`config.mk`:
```
export PLATFORM = sky130hd
export DESIGN_NAME = byte_packet_framer_deframer
export DESIGN_NICKNAME = d
export VERILOG_FILES = /design/src/bpfd_pkg.sv /design/src/bpfd_front.sv /design/src/bpfd_outq.sv /design/src/bpfd_core.sv /design/src/byte_packet_framer_deframer.sv
export VERILOG_INCLUDE_DIRS = /design/src /design/src/src
export SDC_FILE = /design/constraint.sdc
export NUM_CORES = 1
export LEC_CHECK = 0
export ABC_AREA = 1
export BUFFER_PORTS_ARGS = -buffer_cell sky130_fd_sc_hd__buf_2
export CAP_MARGIN = 20
export CORE_MARGIN = 2
export CORE_UTILIZATION = 48
export CTS_CLUSTER_SIZE = 24
export DETAILED_ROUTE_END_ITERATION = 16
export PLACE_DENSITY = 0.67
export SYNTH_ARGS = -nofsm -noshare
export SYNTH_HDL_FRONTEND = slang
export SYNTH_SLANG_ARGS = --single-unit
```
`constraint.sdc`:
```
create_clock -name clk -period 6.7 [get_ports clk]
set_clock_uncertainty 0.05 [all_clocks]
set_input_delay 1.34 -clock clk [delete_from_list [all_inputs] [get_ports clk]]
set_output_delay 1.34 -clock clk [all_outputs]
set_load 0.01 [all_outputs]
```
`src/byte_packet_framer_deframer_macros.svh`:
```
// Assertion macros used by the framer/deframer core module.
// Each use names the label and the property terms; clock and reset are clk and arst_n.
`ifndef BYTE_PACKET_FRAMER_DEFRAMER_MACROS_SVH
`define BYTE_PACKET_FRAMER_DEFRAMER_MACROS_SVH
`ifndef ASSERT_OFF
`define BPFD_ASSERT(label, expr) \
	label: assert property (@(posedge clk) disable iff (!arst_n) (expr)) \
		else $error("bpfd: invariant violated");
`define BPFD_ASSERT_NEXT(label, pre, post) \
	label: assert property (@(posedge clk) disable iff (!arst_n) (pre) |=> (post)) \
		else $error("bpfd: next-cycle check violated");
`else
`define BPFD_ASSERT(label, expr)
`define BPFD_ASSERT_NEXT(label, pre, post)
`endif
`endif

```
`src/bpfd_pkg.sv`:
```
package bpfd_pkg;

	localparam int BUF_BYTES = 64;
	localparam int AW        = $clog2(BUF_BYTES);
	localparam int PW        = $clog2(BUF_BYTES + 1);
	localparam int PLW       = 6;
	localparam int HDR_BYTES = 2;
	localparam int MIN_LEN   = 3;

	localparam logic [7:0] START_RESET = 8'h55;

	// raw operation codes on the input port
	localparam logic [2:0] OPC_RECV  = 3'd0;
	localparam logic [2:0] OPC_READ  = 3'd1;
	localparam logic [2:0] OPC_LOAD  = 3'd2;
	localparam logic [2:0] OPC_PULL  = 3'd3;
	localparam logic [2:0] OPC_CLEAR = 3'd4;

	// queue sizing between the parts
	localparam int QD  = 2;
	localparam int QAW = $clog2(QD);
	localparam int QCW = $clog2(QD + 1);

	typedef enum logic [2:0] {
		K_RECV,
		K_READ,
		K_LOAD,
		K_PULL,
		K_CLEAR,
		K_NOP
	} kind_t;

	typedef struct packed {
		kind_t      kind;
		logic [7:0] data;
		logic       last;
	} cmd_t;

	typedef struct packed {
		logic [7:0]     data;
		logic           acc;
		logic           last;
		logic [PLW-1:0] plen;
	} res_t;

endpackage

```
`src/bpfd_front.sv`:
```
module bpfd_front
	import bpfd_pkg::*;
(
	input  logic       clk,
	input  logic       arst_n,
	input  logic       push,
	output logic       full,
	input  logic [2:0] operation,
	input  logic [7:0] data_in,
	input  logic       load_last,
	output logic       cmd_valid,
	output cmd_t       cmd,
	input  logic       cmd_pop
);

	cmd_t             slot_q [QD];
	logic [QAW-1:0]   wr_q;
	logic [QAW-1:0]   rd_q;
	logic [QCW-1:0]   cnt_q;
	cmd_t             dec;
	logic             wr_en;
	logic             rd_en;

	// classify the raw code; unused codes become a no-op
	always_comb begin
		dec.data = data_in;
		dec.last = load_last;
		case (operation)
			OPC_RECV:  dec.kind = K_RECV;
			OPC_READ:  dec.kind = K_READ;
			OPC_LOAD:  dec.kind = K_LOAD;
			OPC_PULL:  dec.kind = K_PULL;
			OPC_CLEAR: dec.kind = K_CLEAR;
			default:   dec.kind = K_NOP;
		endcase
	end

	assign full      = (cnt_q == QCW'(QD));
	assign cmd_valid = (cnt_q != '0);
	assign cmd       = slot_q[rd_q];
	assign wr_en     = push && !full;
	assign rd_en     = cmd_pop && cmd_valid;

	always_ff @(posedge clk) begin
		if (wr_en) begin
			slot_q[wr_q] <= dec;
		end
	end

	always_ff @(posedge clk or negedge arst_n) begin
		if (!arst_n) begin
			wr_q  <= '0;
			rd_q  <= '0;
			cnt_q <= '0;
		end else begin
			if (wr_en) begin
				wr_q <= (wr_q == QAW'(QD - 1)) ? '0 : wr_q + 1'b1;
			end
			if (rd_en) begin
				rd_q <= (rd_q == QAW'(QD - 1)) ? '0 : rd_q + 1'b1;
			end
			if (wr_en && !rd_en) begin
				cnt_q <= cnt_q + 1'b1;
			end else if (rd_en && !wr_en) begin
				cnt_q <= cnt_q - 1'b1;
			end
		end
	end

endmodule

```
`src/bpfd_outq.sv`:
```
module bpfd_outq
	import bpfd_pkg::*;
(
	input  logic clk,
	input  logic arst_n,
	input  logic res_push,
	input  res_t res_in,
	output logic res_full,
	output logic empty,
	input  logic pop,
	output res_t res_out
);

	res_t           slot_q [QD];
	logic [QAW-1:0] wr_q;
	logic [QAW-1:0] rd_q;
	logic [QCW-1:0] cnt_q;
	logic           wr_en;
	logic           rd_en;

	assign res_full = (cnt_q == QCW'(QD));
	assign empty    = (cnt_q == '0);
	assign res_out  = slot_q[rd_q];
	assign wr_en    = res_push && !res_full;
	assign rd_en    = pop && !empty;

	always_ff @(posedge clk) begin
		if (wr_en) begin
			slot_q[wr_q] <= res_in;
		end
	end

	always_ff @(posedge clk or negedge arst_n) begin
		if (!arst_n) begin
			wr_q  <= '0;
			rd_q  <= '0;
			cnt_q <= '0;
		end else begin
			if (wr_en) begin
				wr_q <= (wr_q == QAW'(QD - 1)) ? '0 : wr_q + 1'b1;
			end
			if (rd_en) begin
				rd_q <= (rd_q == QAW'(QD - 1)) ? '0 : rd_q + 1'b1;
			end
			if (wr_en && !rd_en) begin
				cnt_q <= cnt_q + 1'b1;
			end else if (rd_en && !wr_en) begin
				cnt_q <= cnt_q - 1'b1;
			end
		end
	end

endmodule

```
`src/bpfd_core.sv`:
```
`include "byte_packet_framer_deframer_macros.svh"
module bpfd_core
	import bpfd_pkg::*;
(
	input  logic       clk,
	input  logic       arst_n,
	input  logic       cfg_we,
	input  logic [7:0] cfg_data,
	input  logic       cmd_valid,
	input  cmd_t       cmd,
	output logic       cmd_pop,
	input  logic       out_full,
	output logic       res_push,
	output res_t       res
);

	localparam logic [1:0] S_IDLE = 2'd0;
	localparam logic [1:0] S_SUM  = 2'd1;
	localparam logic [1:0] S_READ = 2'd2;

	logic [1:0]    state_q, state_d;
	logic [7:0]    start_q;
	logic [PW-1:0] len_q, len_d;
	logic [PW-1:0] wp_q, wp_d;
	logic [PW-1:0] rp_q, rp_d;
	logic          valid_q, valid_d;
	logic [7:0]    sum_q, sum_d;
	logic          loading_q, loading_d;
	logic [7:0]    hdr0_q, hdr0_d;
	logic [7:0]    hdr1_q, hdr1_d;
	logic [AW-1:0] idx_q, idx_d;

	logic [7:0]    store_q [BUF_BYTES];
	logic          mem_we;
	logic [AW-1:0] mem_wa;
	logic [7:0]    mem_wd;
	logic          mem_re;
	logic [AW-1:0] mem_ra;

	logic          res_v_s1;
	res_t          res_s1;
	logic          sel_mem_s1;
	logic [7:0]    rdata_s1;

	logic          out_ready;
	logic          adv;
	logic          take;
	logic          iss;
	logic          iss_mem;
	res_t          iss_res;
	logic [PW-1:0] eff_wp;
	logic [7:0]    eff_sum;
	logic          ready;

	assign out_ready = !out_full;
	assign adv       = !res_v_s1 || out_ready;
	assign take      = cmd_valid && adv && (state_q == S_IDLE);
	assign cmd_pop   = take;
	assign eff_wp    = loading_q ? wp_q : PW'(HDR_BYTES);
	assign eff_sum   = loading_q ? sum_q : 8'd0;
	assign ready     = valid_q && (len_q != '0) && (wp_q == len_q);

	always_comb begin
		state_d   = state_q;
		len_d     = len_q;
		wp_d      = wp_q;
		rp_d      = rp_q;
		valid_d   = valid_q;
		sum_d     = sum_q;
		loading_d = loading_q;
		hdr0_d    = hdr0_q;
		hdr1_d    = hdr1_q;
		idx_d     = idx_q;
		mem_we    = 1'b0;
		mem_wa    = '0;
		mem_wd    = '0;
		mem_re    = 1'b0;
		mem_ra    = '0;
		iss       = 1'b0;
		iss_mem   = 1'b0;
		iss_res   = '0;
		case (state_q)
			S_IDLE: begin
				if (take) begin
					iss = 1'b1;
					case (cmd.kind)
						K_RECV: begin
							if (!valid_q || loading_q) begin
								iss_res.acc = 1'b0;
							end else if (wp_q == '0) begin
								if (cmd.data == start_q) begin
									hdr0_d      = cmd.data;
									wp_d        = PW'(1);
									iss_res.acc = 1'b1;
								end else begin
									valid_d = 1'b0;
								end
							end else if (wp_q == PW'(1)) begin
								if (cmd.data < 8'(MIN_LEN) || cmd.data > 8'(BUF_BYTES)) begin
									valid_d = 1'b0;
								end else begin
									len_d       = cmd.data[PW-1:0];
									hdr1_d      = cmd.data;
									wp_d        = PW'(HDR_BYTES);
									iss_res.acc = 1'b1;
								end
							end else if (wp_q < len_q && wp_q < PW'(BUF_BYTES)) begin
								mem_we      = 1'b1;
								mem_wa      = wp_q[AW-1:0];
								mem_wd      = cmd.data;
								wp_d        = wp_q + 1'b1;
								iss_res.acc = 1'b1;
							end
						end
						K_READ: begin
							if (!ready || len_q < PW'(MIN_LEN)) begin
								iss_res.last = 1'b1;
							end else if (len_q == PW'(MIN_LEN)) begin
								// empty payload: report it and drop the frame
								iss_res.last = 1'b1;
								len_d        = '0;
								wp_d         = '0;
								rp_d         = '0;
								sum_d        = '0;
								loading_d    = 1'b0;
								valid_d      = 1'b1;
							end else begin
								// payload bytes go out from the read state
								iss     = 1'b0;
								idx_d   = AW'(HDR_BYTES);
								state_d = S_READ;
							end
						end
						K_LOAD: begin
							if (loading_q || rp_q == len_q) begin
								if (!loading_q) begin
									hdr0_d    = start_q;
									hdr1_d    = 8'd0;
									rp_d      = '0;
									len_d     = '0;
									loading_d = 1'b1;
								end
								wp_d  = eff_wp;
								sum_d = eff_sum;
								if (eff_wp <= PW'(BUF_BYTES - 2)) begin
									mem_we      = 1'b1;
									mem_wa      = eff_wp[AW-1:0];
									mem_wd      = cmd.data;
									sum_d       = eff_sum + cmd.data;
									wp_d        = eff_wp + 1'b1;
									iss_res.acc = 1'b1;
								end
								if (cmd.last) begin
									state_d = S_SUM;
								end
							end
						end
						K_PULL: begin
							if (loading_q) begin
								iss_res.acc = 1'b0;
							end else if (rp_q == len_q) begin
								valid_d = 1'b0;
							end else if (rp_q < wp_q && rp_q < PW'(BUF_BYTES)) begin
								iss_res.acc = 1'b1;
								rp_d        = rp_q + 1'b1;
								if (rp_q == '0) begin
									iss_res.data = hdr0_q;
								end else if (rp_q == PW'(1)) begin
									iss_res.data = hdr1_q;
								end else begin
									mem_re  = 1'b1;
									mem_ra  = rp_q[AW-1:0];
									iss_mem = 1'b1;
								end
							end
						end
						K_CLEAR: begin
							len_d     = '0;
							wp_d      = '0;
							rp_d      = '0;
							sum_d     = '0;
							loading_d = 1'b0;
							valid_d   = 1'b1;
						end
						default: begin
							iss_res = '0;
						end
					endcase
				end
			end
			S_SUM: begin
				// close the load: append the sum and fix the length byte
				mem_we    = 1'b1;
				mem_wa    = wp_q[AW-1:0];
				mem_wd    = sum_q;
				wp_d      = wp_q + 1'b1;
				len_d     = wp_q + 1'b1;
				hdr1_d    = 8'(wp_q + 1'b1);
				loading_d = 1'b0;
				state_d   = S_IDLE;
			end
			S_READ: begin
				if (adv) begin
					iss          = 1'b1;
					iss_mem      = 1'b1;
					mem_re       = 1'b1;
					mem_ra       = idx_q;
					iss_res.acc  = 1'b1;
					iss_res.plen = PLW'(len_q - PW'(MIN_LEN));
					iss_res.last = (PW'(idx_q) == len_q - PW'(HDR_BYTES));
					if (iss_res.last) begin
						len_d     = '0;
						wp_d      = '0;
						rp_d      = '0;
						sum_d     = '0;
						loading_d = 1'b0;
						valid_d   = 1'b1;
						state_d   = S_IDLE;
					end else begin
						idx_d = idx_q + 1'b1;
					end
				end
			end
			default: begin
				state_d = S_IDLE;
			end
		endcase
	end

	always_ff @(posedge clk) begin
		if (mem_we) begin
			store_q[mem_wa] <= mem_wd;
		end
		if (mem_re) begin
			rdata_s1 <= store_q[mem_ra];
		end
		if (adv && iss) begin
			res_s1     <= iss_res;
			sel_mem_s1 <= iss_mem;
		end
	end

	always_ff @(posedge clk or negedge arst_n) begin
		if (!arst_n) begin
			state_q   <= S_IDLE;
			start_q   <= START_RESET;
			len_q     <= '0;
			wp_q      <= '0;
			rp_q      <= '0;
			valid_q   <= 1'b1;
			sum_q     <= '0;
			loading_q <= 1'b0;
			hdr0_q    <= '0;
			hdr1_q    <= '0;
			idx_q     <= '0;
			res_v_s1  <= 1'b0;
		end else begin
			if (cfg_we) begin
				start_q <= cfg_data;
			end
			state_q   <= state_d;
			len_q     <= len_d;
			wp_q      <= wp_d;
			rp_q      <= rp_d;
			valid_q   <= valid_d;
			sum_q     <= sum_d;
			loading_q <= loading_d;
			hdr0_q    <= hdr0_d;
			hdr1_q    <= hdr1_d;
			idx_q     <= idx_d;
			if (adv) begin
				res_v_s1 <= iss;
			end
		end
	end

	always_comb begin
		res      = res_s1;
		res.data = sel_mem_s1 ? rdata_s1 : res_s1.data;
	end
	assign res_push = res_v_s1 && out_ready;

	`BPFD_ASSERT(a_wp_bound, wp_q <= PW'(BUF_BYTES))
	`BPFD_ASSERT(a_rp_le_wp, rp_q <= wp_q)
	`BPFD_ASSERT(a_sum_in_load, (state_q != S_SUM) || loading_q)
	`BPFD_ASSERT_NEXT(a_res_hold, res_v_s1 && !out_ready, res_v_s1)

endmodule

```
`src/byte_packet_framer_deframer.sv`:
```
// A result goes through the input queue, the core result stage and the output queue.
// Throughput: one operation per cycle while the core is idle and the output queue has room;
// a read first enters the read state, then gives one payload byte per cycle from the frame
// store while the output queue has room; after a closing load byte a sum state writes the sum.
// Reset (arst_n low, asynchronous): queues empty, buffer cleared and valid, start byte 0x55;
// frame store contents are not cleared.
module byte_packet_framer_deframer
	import bpfd_pkg::*;
(
	input  logic           clk,
	input  logic           arst_n,
	input  logic           cfg_we,
	input  logic [7:0]     cfg_data,
	input  logic           push,
	output logic           full,
	input  logic [2:0]     operation,
	input  logic [7:0]     data_in,
	input  logic           load_last,
	output logic           empty,
	input  logic           pop,
	output logic [7:0]     data_out,
	output logic           accepted,
	output logic           last,
	output logic [PLW-1:0] payload_length
);

	// front: take and classify operations into a short command queue
	cmd_t cmd;
	logic cmd_valid;
	logic cmd_pop;

	// back: result transfers toward the output queue
	res_t res;
	res_t res_out;
	logic res_push;
	logic res_full;

	bpfd_front u_front (
		.clk       (clk),
		.arst_n    (arst_n),
		.push      (push),
		.full      (full),
		.operation (operation),
		.data_in   (data_in),
		.load_last (load_last),
		.cmd_valid (cmd_valid),
		.cmd       (cmd),
		.cmd_pop   (cmd_pop)
	);

	// core: frame buffer state, frame store, and the read/sum sequencer
	bpfd_core u_core (
		.clk       (clk),
		.arst_n    (arst_n),
		.cfg_we    (cfg_we),
		.cfg_data  (cfg_data),
		.cmd_valid (cmd_valid),
		.cmd       (cmd),
		.cmd_pop   (cmd_pop),
		.out_full  (res_full),
		.res_push  (res_push),
		.res       (res)
	);

	// hold finished results until the consumer pops them
	bpfd_outq u_outq (
		.clk      (clk),
		.arst_n   (arst_n),
		.res_push (res_push),
		.res_in   (res),
		.res_full (res_full),
		.empty    (empty),
		.pop      (pop),
		.res_out  (res_out)
	);

	assign data_out       = res_out.data;
	assign accepted       = res_out.acc;
	assign last           = res_out.last;
	assign payload_length = res_out.plen;

endmodule

```
==> metrics.cfg <==
[routing]
post-route-drc-count=0
vias=22900
post_drt_wl_per_cell_um=21.56
routed_wirelength_um=87200
antenna_left=0
drt_iter0_markers=2646
via_per_inst=5.661
drtPass1Iterations=6

[cts]
cts.clk_slew.worst_paths_ns=0.06
cts_setup_buffers=0
clk_root_buffer_cell=clkbuf_16
holdBufCountCts=0
ctsResizeCount=0
cts-buffers-inserted=70
htreeDepth=3
cts.sinks=665
worstSkewPairLatency_ns=0.63
clock_path_buffers=3
cts_tree=done

[timing]
finalHoldViolations=0
slew_viol_final=0
layout_worst_path_cycle_share=0.7558
setup_viol=0
tns_ns=0
fmax_mhz=197.5
worst_pin_slew_ns=1.135
period_minus_slack_ns=5.064
setup_ws_ns=1.636
slew_headroom=0.2421
rsz0062_at_grt=no

[placement]
pre_cts_ws_ns=1.751
hpwl_um=52950
io_buffers=42
gp_congestion=0.9587

[critical_path]
cp_max_fo=79
crit_slowest_cell=inv_4
end_kind=flop
arrival_ns=5.49
path_class=reg2reg
crit_required_ns=7.12
cpMostUsedCell=nand3_1
path_cells=inv_1 > ha_1 > clkinv_1 > nor3_2 > nor2_1 > nand3_1 > nand2_4 > inv_4 > buf_4 > nand3_1 > nand3_1 > nand3_1 > nand3_1 > nand3_1 > nand2_1
slowest_delay_ns=0.94
startpoint_type=flop

[synth]
synth_top_cell_by_area=edfxtp_1
synth_compound_gate_area_share=0.03061
synth.area.mux_share=0.003203
synth_cells=3136
synth_edf_count=593
synthesis.area_sq_um=31640
yosysSeqAreaShare=0.6199
syn_nets=3202
synth_top_family_by_area=simple AND/OR/NAND/NOR gates
ys_top_cells_by_area=edfxtp_1 56%, nand3_1 9.6%, nand2_1 7.3%
synth_warnings=0
synthXorXnorAreaFrac=0.009688
synth_cell_types=47
synth-main-ff-cell=edfxtp_1
synth.ff_latch_count=665
async_reset_ff_frac=0.1083
synthAdderAreaFrac=0.01645
yosys.area_share.simple=0.2432
synth_top_area_frac=0.5628
synth_area_per_cell_sq_um=10.09

[global_route]
grt_use_met2=0.4036
grt_pass1_wl_um=133400
antenna_found_initial=0
busiest_layer=met2
gr-total-overflow=0
use_met1=0.3600
grt_pass1_vias=22360
grt_util_met3=0.04235
grt_max_degree=199
grt_usage=0.2571

[floorplan]
ios=43
fp.dieW_um=260.7
coreArea_sq_um=65510
fp.dieH_um=260.7
dieArea_sq_um=67990
start_util=0.4830
rows=94

[cells_and_area]
area_growth_pct=10.34
insertedDiodeCount=0
fin_nets=3195
layout-drive-gt1-share=0.07608

[status]
outcome=finished clean

[power]
leakage_nw=14.04
irDropWorstVdd_mv=0.2698
p_per_area_nw_per_um2=382.5

[run]
max_cap_viol_count=0

[min_path]
hp-class=reg2reg

per-layer routing:
metal  up-vias  routed length (um)  share of wire
li1      10620                   -              -
met3       173                6896          0.079
met4         0                2972          0.034
met2      1014               40370           0.46
met1     11090               36960           0.42
met5         -                   0              0
path summary, 6_finish.rpt:
check,start,end,slack [ns],cells past startpoint
max in group asynchronous,arst_n,u_core.start_q[6]$_DFFE_PN1P_,5.32,2
setup / recovery,u_core.rp_q[0]$_DFFE_PN0P_,u_core.rdata_s1[1]$_DFFE_PP_,1.64,15
hold reg to reg,u_core.res[5]$_DFFE_PP_,u_outq.slot_q[1][5]$_DFFE_PP_,0.39,0
min in group asynchronous,arst_n,u_core.start_q[7]$_DFFE_PN0P_,0.63,1
setup reg to reg,u_core.rp_q[0]$_DFFE_PN0P_,u_core.rdata_s1[1]$_DFFE_PP_,1.64,15
hold / removal,u_core.res[5]$_DFFE_PP_,u_outq.slot_q[1][5]$_DFFE_PP_,0.39,0
report_power, final:
group	switching, mW	internal (mW)	total, mW	leakage (nW)
clock	1.63	2.22	3.85	1.10
combinational	2.96	1.17	4.13	6.44
sequential	0.299	5.07	5.37	6.50
total	4.89	8.47	13.4	14.0
cells in the mapped netlist, types with 3 or more instances:
| master | instances |
|---|---|
| nand3_2 | 4 |
| clkbuf_1 | 45 |
| nand2_1 | 612 |
| o21ai_1 | 13 |
| nor2_4 | 4 |
| a31oi_1 | 4 |
| buf_1 | 16 |
| or2_2 | 4 |
| a211oi_1 | 3 |
| o21ai_0 | 83 |
| buf_2 | 66 |
| nand4_1 | 12 |
| nand3_1 | 605 |
| nor2_1 | 161 |
| dfrtp_1 | 67 |
| xor2_1 | 25 |
| nor2_2 | 3 |
| nor3_1 | 13 |
| o211ai_1 | 6 |
| ha_1 | 40 |
| buf_4 | 30 |
| inv_2 | 10 |
| inv_1 | 420 |
| nor4_1 | 4 |
| nand3b_1 | 183 |
| edfxtp_1 | 593 |
| mux2_2 | 9 |
| dfstp_2 | 5 |
| a21oi_1 | 39 |
| clkinv_1 | 5 |
| xnor2_1 | 10 |
| nand2_2 | 5 |
| o22ai_1 | 18 |
sequential cells by signal, indices dropped and copies added (netlist names), 2 cells and up:
signal / cells
u_core.sum_q: 8
u_core.res_s1: 8
u_outq.slot_q: 32
u_core.state_q: 2
u_front.cnt_q: 2
u_core.rdata_s1: 8
u_core.idx_q: 6
u_core.len_q: 7
u_core.hdr1_q: 8
u_core.store_q: 512
u_core.res: 8
u_core.wp_q: 7
u_front.slot_q: 24
u_outq.cnt_q: 2
u_core.start_q: 8
u_core.rp_q: 7
u_core.hdr0_q: 8
cell type report:
class | instances | area (sq um)
clock buffer | 91 | 1912
clock inverter | 33 | 357.8
fill | 5616 | 30600
inverter | 436 | 1642
multi-input combinational | 1877 | 9749
sequential | 665 | 19620
tap | 864 | 1081
timing repair buffer | 79 | 556.8
placed cells by master (no fill, tap or decap), types with 17 or more instances in the layout:
cell       count
a21oi_1       39
buf_4         32
nand3b_1     183
buf_2         41
xor2_1        25
clkinv_1      17
nor2_1       161
edfxtp_1     593
nand3_1      605
clkbuf_16     71
dfrtp_1       67
ha_1          40
inv_1        419
o21ai_0       81
nand2_1      610
per-stage QoR:
stage / hold slack, ns / power [mW] / instance area, sq um / util / std cells
3_3_place_gp: 0.3731 / 9.458 / 32610 / 0.4978 / 3919
2_1_floorplan: 0.3715 / 8.151 / 31640 / - / 3136
5_1_grt: 0.4156 / 13.98 / 34910 / 0.5329 / 4045
3_5_place_dp: 0.3830 / 9.512 / 32610 / 0.4978 / 3919
6_report: 0.3933 / 13.36 / 34910 / 0.5329 / 4045
4_1_cts: 0.3970 / 13.35 / 34880 / 0.5325 / 4043
critical path, delay by kind of cell (launching register included):
kind / cells / cell delay [ns]
adders and majority gates: 1 / 0.18
DFF: 1 / 0.43
and+or+nand+nor: 10 / 2.38
buffers and inverters: 4 / 1.82
kinds of logic after synthesis:
family	count (synthesis)
adders and majority gates	41
xor gates and xnor gates	35
and+or+nand+nor	1616
AOI/OAI and AO/OA	176
muxes	9
DFF	665
buffers and inverters	594
(Power assumes the default switching activity.)
